<file path="config.mk">
export PLATFORM = sky130hd
export DESIGN_NAME = echk_hilbert
export DESIGN_NICKNAME = d
export VERILOG_FILES = /design/src/rtl/echk_pkg.sv /design/src/rtl/echk_hilbert.sv
export SDC_FILE = /design/constraint.sdc
export NUM_CORES = 1
export LEC_CHECK = 0
export ABC_AREA = 0
export BUFFER_PORTS_ARGS = -buffer_cell sky130_fd_sc_hd__buf_2
export CAP_MARGIN = 40
export CELL_PAD_IN_SITES_DETAIL_PLACEMENT = 1
export CELL_PAD_IN_SITES_GLOBAL_PLACEMENT = 2
export CORE_MARGIN = 2
export CORE_UTILIZATION = 37
export DETAILED_ROUTE_END_ITERATION = 6
export PLACE_DENSITY_LB_ADDON = 0.05
export SYNTH_ARGS = -nofsm -noshare
export SYNTH_HDL_FRONTEND = slang
export SYNTH_SLANG_ARGS = --single-unit
</file>
<file path="constraint.sdc">
create_clock -name clk -period 2.48 [get_ports clk]
set_input_delay 0.496 -clock clk [delete_from_list [all_inputs] [get_ports clk]]
set_output_delay 0.496 -clock clk [all_outputs]
set_load 0.01 [all_outputs]
</file>
<file path="src/rtl/echk_pkg.sv">
package echk_pkg;

  // Lattice resolution per axis; the curve distance has twice as many bits.
  localparam int LATTICE_BITS = 15;

  localparam int COORD_W = 32;
  localparam int SUM_W   = COORD_W + 2;
  localparam int CURVE_W = 30;
  localparam int VCNT_W  = 3;
  localparam int CFG_IDX_W = 2;

  // Division by three is done in two halves of the biased sum.
  localparam int HALF_W   = SUM_W / 2;
  localparam int QHI_W    = HALF_W - 1;
  localparam int DIVHI_SH = HALF_W + 2;
  localparam int DIVLO_W  = HALF_W + 2;
  localparam int DIVLO_SH = DIVLO_W + 2;
  localparam logic [HALF_W:0]  DIV3_HI_MUL = (HALF_W + 1)'(((64'd1 << DIVHI_SH) + 2) / 3);
  localparam logic [DIVLO_W:0] DIV3_LO_MUL = (DIVLO_W + 1)'(((64'd1 << DIVLO_SH) + 2) / 3);
  localparam logic [SUM_W-1:0] TRI_BIAS = SUM_W'(64'd3 << (COORD_W - 1));

  localparam logic [COORD_W-1:0] CELL_TOP = COORD_W'((64'd1 << LATTICE_BITS) - 1);

  localparam logic [VCNT_W-1:0]  VERTICES_TRI   = 3'd3;
  localparam logic [VCNT_W-1:0]  VERTICES_RESET = 3'd4;
  localparam logic [COORD_W-1:0] SCALE_RESET    = 32'd65536;

  localparam int LAT_STAGES = 7;
  localparam int HIL_STEPS  = 4;
  localparam int HIL_STAGES = (LATTICE_BITS + HIL_STEPS - 1) / HIL_STEPS;
  localparam int PIPE_DEPTH = LAT_STAGES + HIL_STAGES;
  localparam int FLIGHT_W   = $clog2(PIPE_DEPTH + 1);

  typedef enum logic [CFG_IDX_W-1:0] {
    REG_VERTICES_USED = 2'd0,
    REG_BOX_MIN_X     = 2'd1,
    REG_BOX_MIN_Y     = 2'd2,
    REG_LATTICE_SCALE = 2'd3
  } cfg_reg_t;

  typedef struct packed {
    logic                      quad;
    logic signed [COORD_W-1:0] min_x;
    logic signed [COORD_W-1:0] min_y;
    logic        [COORD_W-1:0] scale;
  } cfg_t;

  typedef struct packed {
    logic [LATTICE_BITS-1:0] x;
    logic [LATTICE_BITS-1:0] y;
    logic                    clamped;
  } lat_pt_t;

endpackage

</file>
<file path="src/rtl/echk_hilbert.sv">
module echk_hilbert import echk_pkg::*; (
  input  logic               clk,
  input  logic               rst,
  input  logic               pt_valid,
  output logic               pt_ready,
  input  lat_pt_t            pt,
  output logic               out_valid,
  input  logic               out_ready,
  output logic [CURVE_W-1:0] curve_index,
  output logic               clamped
);

  localparam int DIST_W = 2 * LATTICE_BITS;

  logic [HIL_STAGES-1:0] v;
  logic [HIL_STAGES-1:0] vin;
  logic [HIL_STAGES:0]   rdy;

  logic [LATTICE_BITS-1:0] xq [HIL_STAGES];
  logic [LATTICE_BITS-1:0] yq [HIL_STAGES];
  logic [DIST_W-1:0]       dq [HIL_STAGES];
  logic                    cq [HIL_STAGES];
  logic [LATTICE_BITS-1:0] xn [HIL_STAGES];
  logic [LATTICE_BITS-1:0] yn [HIL_STAGES];
  logic [DIST_W-1:0]       dn [HIL_STAGES];
  logic                    cin [HIL_STAGES];

  logic [LATTICE_BITS-1:0] xs;
  logic [LATTICE_BITS-1:0] ys;
  logic [LATTICE_BITS-1:0] swap;
  logic [DIST_W-1:0]       ds;
  logic                    rx;
  logic                    ry;
  int                      bi;

  always_comb begin
    rdy[HIL_STAGES] = out_ready;
    for (int k = HIL_STAGES - 1; k >= 0; k--) begin
      rdy[k] = !v[k] || rdy[k+1];
    end
    vin[0] = pt_valid;
    cin[0] = pt.clamped;
    for (int k = 1; k < HIL_STAGES; k++) begin
      vin[k] = v[k-1];
      cin[k] = cq[k-1];
    end
  end

  // Each stage resolves a group of curve levels, most significant first.
  // A level contributes two distance bits and may rotate the quadrant.
  always_comb begin
    xs = '0;
    ys = '0;
    ds = '0;
    swap = '0;
    rx = 1'b0;
    ry = 1'b0;
    bi = 0;
    for (int k = 0; k < HIL_STAGES; k++) begin
      if (k == 0) begin
        xs = pt.x;
        ys = pt.y;
        ds = '0;
      end else begin
        xs = xq[k-1];
        ys = yq[k-1];
        ds = dq[k-1];
      end
      for (int j = 0; j < HIL_STEPS; j++) begin
        bi = LATTICE_BITS - 1 - k * HIL_STEPS - j;
        if (bi >= 0) begin
          rx = xs[bi];
          ry = ys[bi];
          ds[2*bi +: 2] = {rx, rx ^ ry};
          if (!ry) begin
            if (rx) begin
              xs = ~xs;
              ys = ~ys;
            end
            swap = xs;
            xs = ys;
            ys = swap;
          end
        end
      end
      xn[k] = xs;
      yn[k] = ys;
      dn[k] = ds;
    end
  end

  always_ff @(posedge clk) begin
    if (rst) begin
      v <= '0;
    end else begin
      for (int k = 0; k < HIL_STAGES; k++) begin
        if (rdy[k]) v[k] <= vin[k];
      end
    end
  end

  always_ff @(posedge clk) begin
    for (int k = 0; k < HIL_STAGES; k++) begin
      if (rdy[k]) begin
        xq[k] <= xn[k];
        yq[k] <= yn[k];
        dq[k] <= dn[k];
        cq[k] <= cin[k];
      end
    end
  end

  assign pt_ready    = rdy[0];
  assign out_valid   = v[HIL_STAGES-1];
  assign curve_index = CURVE_W'(dq[HIL_STAGES-1]);
  assign clamped     = cq[HIL_STAGES-1];

endmodule

</file>
==> impl_metrics.toml <==
[run_status]
status = "finished clean"

[cts]
numCtsBuffers = 17
path_clk_slew_ps = 70
cts_buffer_depth = 2
root_buffer = "clkbuf_16"
clkLatencyLatePin_ps = 420
clock-sinks = 128
ctsHoldBuffers = 0
tritoncts = "yes"
htree_levels = 4

[route]
wl_um = 26600
first_iter_violations = 376
vias = 7640
route.detailed.drc = 0
firstDrtPassIters = 4
drtAntennaViolNets = 0
vias_per_cell = 5.68
wl_per_cell_um = 19.7

[floorplanning]
die_x_um = 162
dieHeight_um = 162
rows = 57
core_area_um2 = 24400
die_area_um2 = 26200
ios = 68
initial_core_util = 0.378

[timing]
tightest_slew_ps = 540
setup_tns_ps = 0
rsz0062_at_grt = "yes"
period_share = 0.981
fmax_ghz = 0.411
finalSetupViolations = 0
finalWorstSetupSlack_ps = 46.5
maxSlewViolCount = 0
min_period_ps = 2430
finalHoldViolCount = 0
slew_headroom = 0.640
clock_skew_ps = 13.7

[power]
peakVddDrop_mv = 0.687
finalPower_mw = 16.2
p_leak_nw = 4.37
powerDensity_nw_per_um2 = 1410

[cells_and_area]
synthToLayoutAreaGrowth_pct = 24.9
layout-drive-gt1-share = 0.281
antenna_cells = 0
fin_nets = 1044

[global_routing]
antenna_found_initial = 0
use_met3 = 0.0276
use_met2 = 0.359
grtUsageTotal = 0.205
use_met1 = 0.264
grt_max_degree = 34
grt_pass1_vias = 7836
overflow = 0
grt_first_pass_wirelength_um = 42900
grt-busiest-layer = "met2"

[logic_synthesis]
synth_nets = 904
yosys_warnings = 0
async_flop_share = 0
avgSynthCellArea_um2 = 10.6
synth_top_family_by_area = "compound AO/OA/AOI/OAI gates"
synth.most_common_cell = "edfxtp_1"
synthCells = 869
synth_commonest_cells = "edfxtp_1 (124), xor2_1 (109), o221ai_1 (92), xnor2_1 (53), nor2_1 (51)"
seq_area_frac_synth = 0.413
yosysTopAreaCell = "edfxtp_1"
synth-seq-cells = 128
synth_mux_area_frac = 0.0228
synth_xor_area_frac = 0.164
synth_edf_count = 124
synth_compound_area_frac = 0.262
synthTopCellsByArea = "edfxtp_1 (40%), xor2_1 (10%), o221ai_1 (8.7%), xnor2_1 (5.0%), a22o_1 (3.3%)"
ys_types = 53
ys.flop_type = "edfxtp_1"
synthAdderAreaFrac = 0
synthSimpleGateAreaFrac = 0.0842
synth_area_um2 = 9220
yosysTopAreaCellShare = 0.404

[placement]
dp_hpwl_um = 19900
gp_congestion = 0.860
dp_slack_ps = -123
io_buffers = 67

[worst_setup_path]
end_kind = "flip-flop"
regToRegEndpoint = "yq[1][0]"
cpMostUsedCell = "buf_4"
rr_worst_depth = 9
r2r_slack_ps = 50
crit_chain = "buf_12 -> xor2_1 -> nand3_1 -> and4_1 -> buf_4 -> buf_4 -> xnor2_2 -> a221oi_1 -> o22ai_1"
cp-start-kind = "flip-flop"
worst_path_max_delay_cell = "edfxtp_1"
worstPathArrival_ps = 2590
max_stage_delay_ps = 450
worstPathRequired_ps = 2630
reg2reg_from = "yq[0][9]"
worstSetupPathType = "reg2reg"
worstPathMaxFanout = 18

[flow_run]
drv_cap = 0

[min_path]
min_to = "v[2]"
hp-class = "in2reg"
min_delay_path_depth = 2
hold_path.startpoint = "rst"
==> power by group <==
| group | internal [mW] | switching, mW |
|---|---|---|
| combinational | 4.33 | 5.14 |
| clock | 1.46 | 1.11 |
| sequential | 3.54 | 0.664 |
| total | 9.32 | 6.91 |
==> routing by layer <==
layer,wire [µm],vias up
met5,0,-
met4,368,0
met3,635,27
met2,13200,122
met1,12300,3824
li1,-,3667
==> per-stage QoR <==
step,utilization,cell area [µm²],instances,hold WS (ps)
detailed placement,0.437,10700,1302,405
global placement,0.437,10700,1302,400
CTS,0.464,11300,1336,260
finish,0.472,11500,1346,272
floorplan,-,9220,869,400
global route,0.472,11500,1346,266
==> cell type report <==
type / instances / area (µm²)
Fill cell: 2733 / 12900
Clock buffer: 17 / 425
Inverter: 13 / 48.8
Clock inverter: 15 / 195
Timing Repair Buffer: 213 / 1610
Multi-Input combinational cell: 636 / 5030
Tap cell: 324 / 405
Sequential cell: 128 / 3800
==> state kept, by name, summed over array words and instances (netlist names) <==
register	flops
yq	21
cq	4
xq	21
v	4
dq	78
==> kinds of logic after synthesis <==
family,Yosys count
flops,128
xor+xnor,167
mux,21
simple gates,154
compound gates,294
buf+inv,105
==> timing repair <==
item / CTS / global route
gates resized for setup: 4 / 24
setup buffers: 2 / 9
cloned: 0 / 1
pin swaps: 0 / 5
setup endpoints to repair: 7 / 20
==> layout by cell type, fill, tap and decap left out, types with 10 or more instances in the layout <==
master	netlist	layout
a211oi_1	14	14
a21oi_1	20	19
a221oi_1	18	14
a22o_1	35	32
buf_12	0	12
buf_2	44	67
buf_4	10	131
clkbuf_16	0	18
edfxtp_1	124	124
inv_1	12	11
mux2i_1	21	21
nand2_1	24	23
nand2b_1	39	38
nand3_1	13	13
nor2_1	51	51
o211ai_1	34	34
o221ai_1	92	88
o22ai_1	10	10
o31a_1	21	21
xnor2_1	53	52
xor2_1	109	108
==> worst max-delay path, delay by kind of cell, from the launching register on <==
kind                      cells  cell delay [ps]
buffers and inverters         3              460
DFF                           1              450
xor gates and xnor gates      2              440
AOI/OAI and AO/OA             2              440
and+or+nand+nor               2              370
==> worst max path at each step <==
stage                     endpoint  slack (ps)       from
after floorplan           xq[0][0]         140     pt[29]
after global routing      yq[1][6]         -60  xq[0][10]
final                     yq[1][0]          50   yq[0][9]
after global placement    yq[0][4]         -60     pt[29]
after detailed placement  yq[0][4]        -120     pt[29]
after CTS                 yq[1][6]          -5   yq[0][9]
No activity file was read; power rests on OpenSTA's default activity.
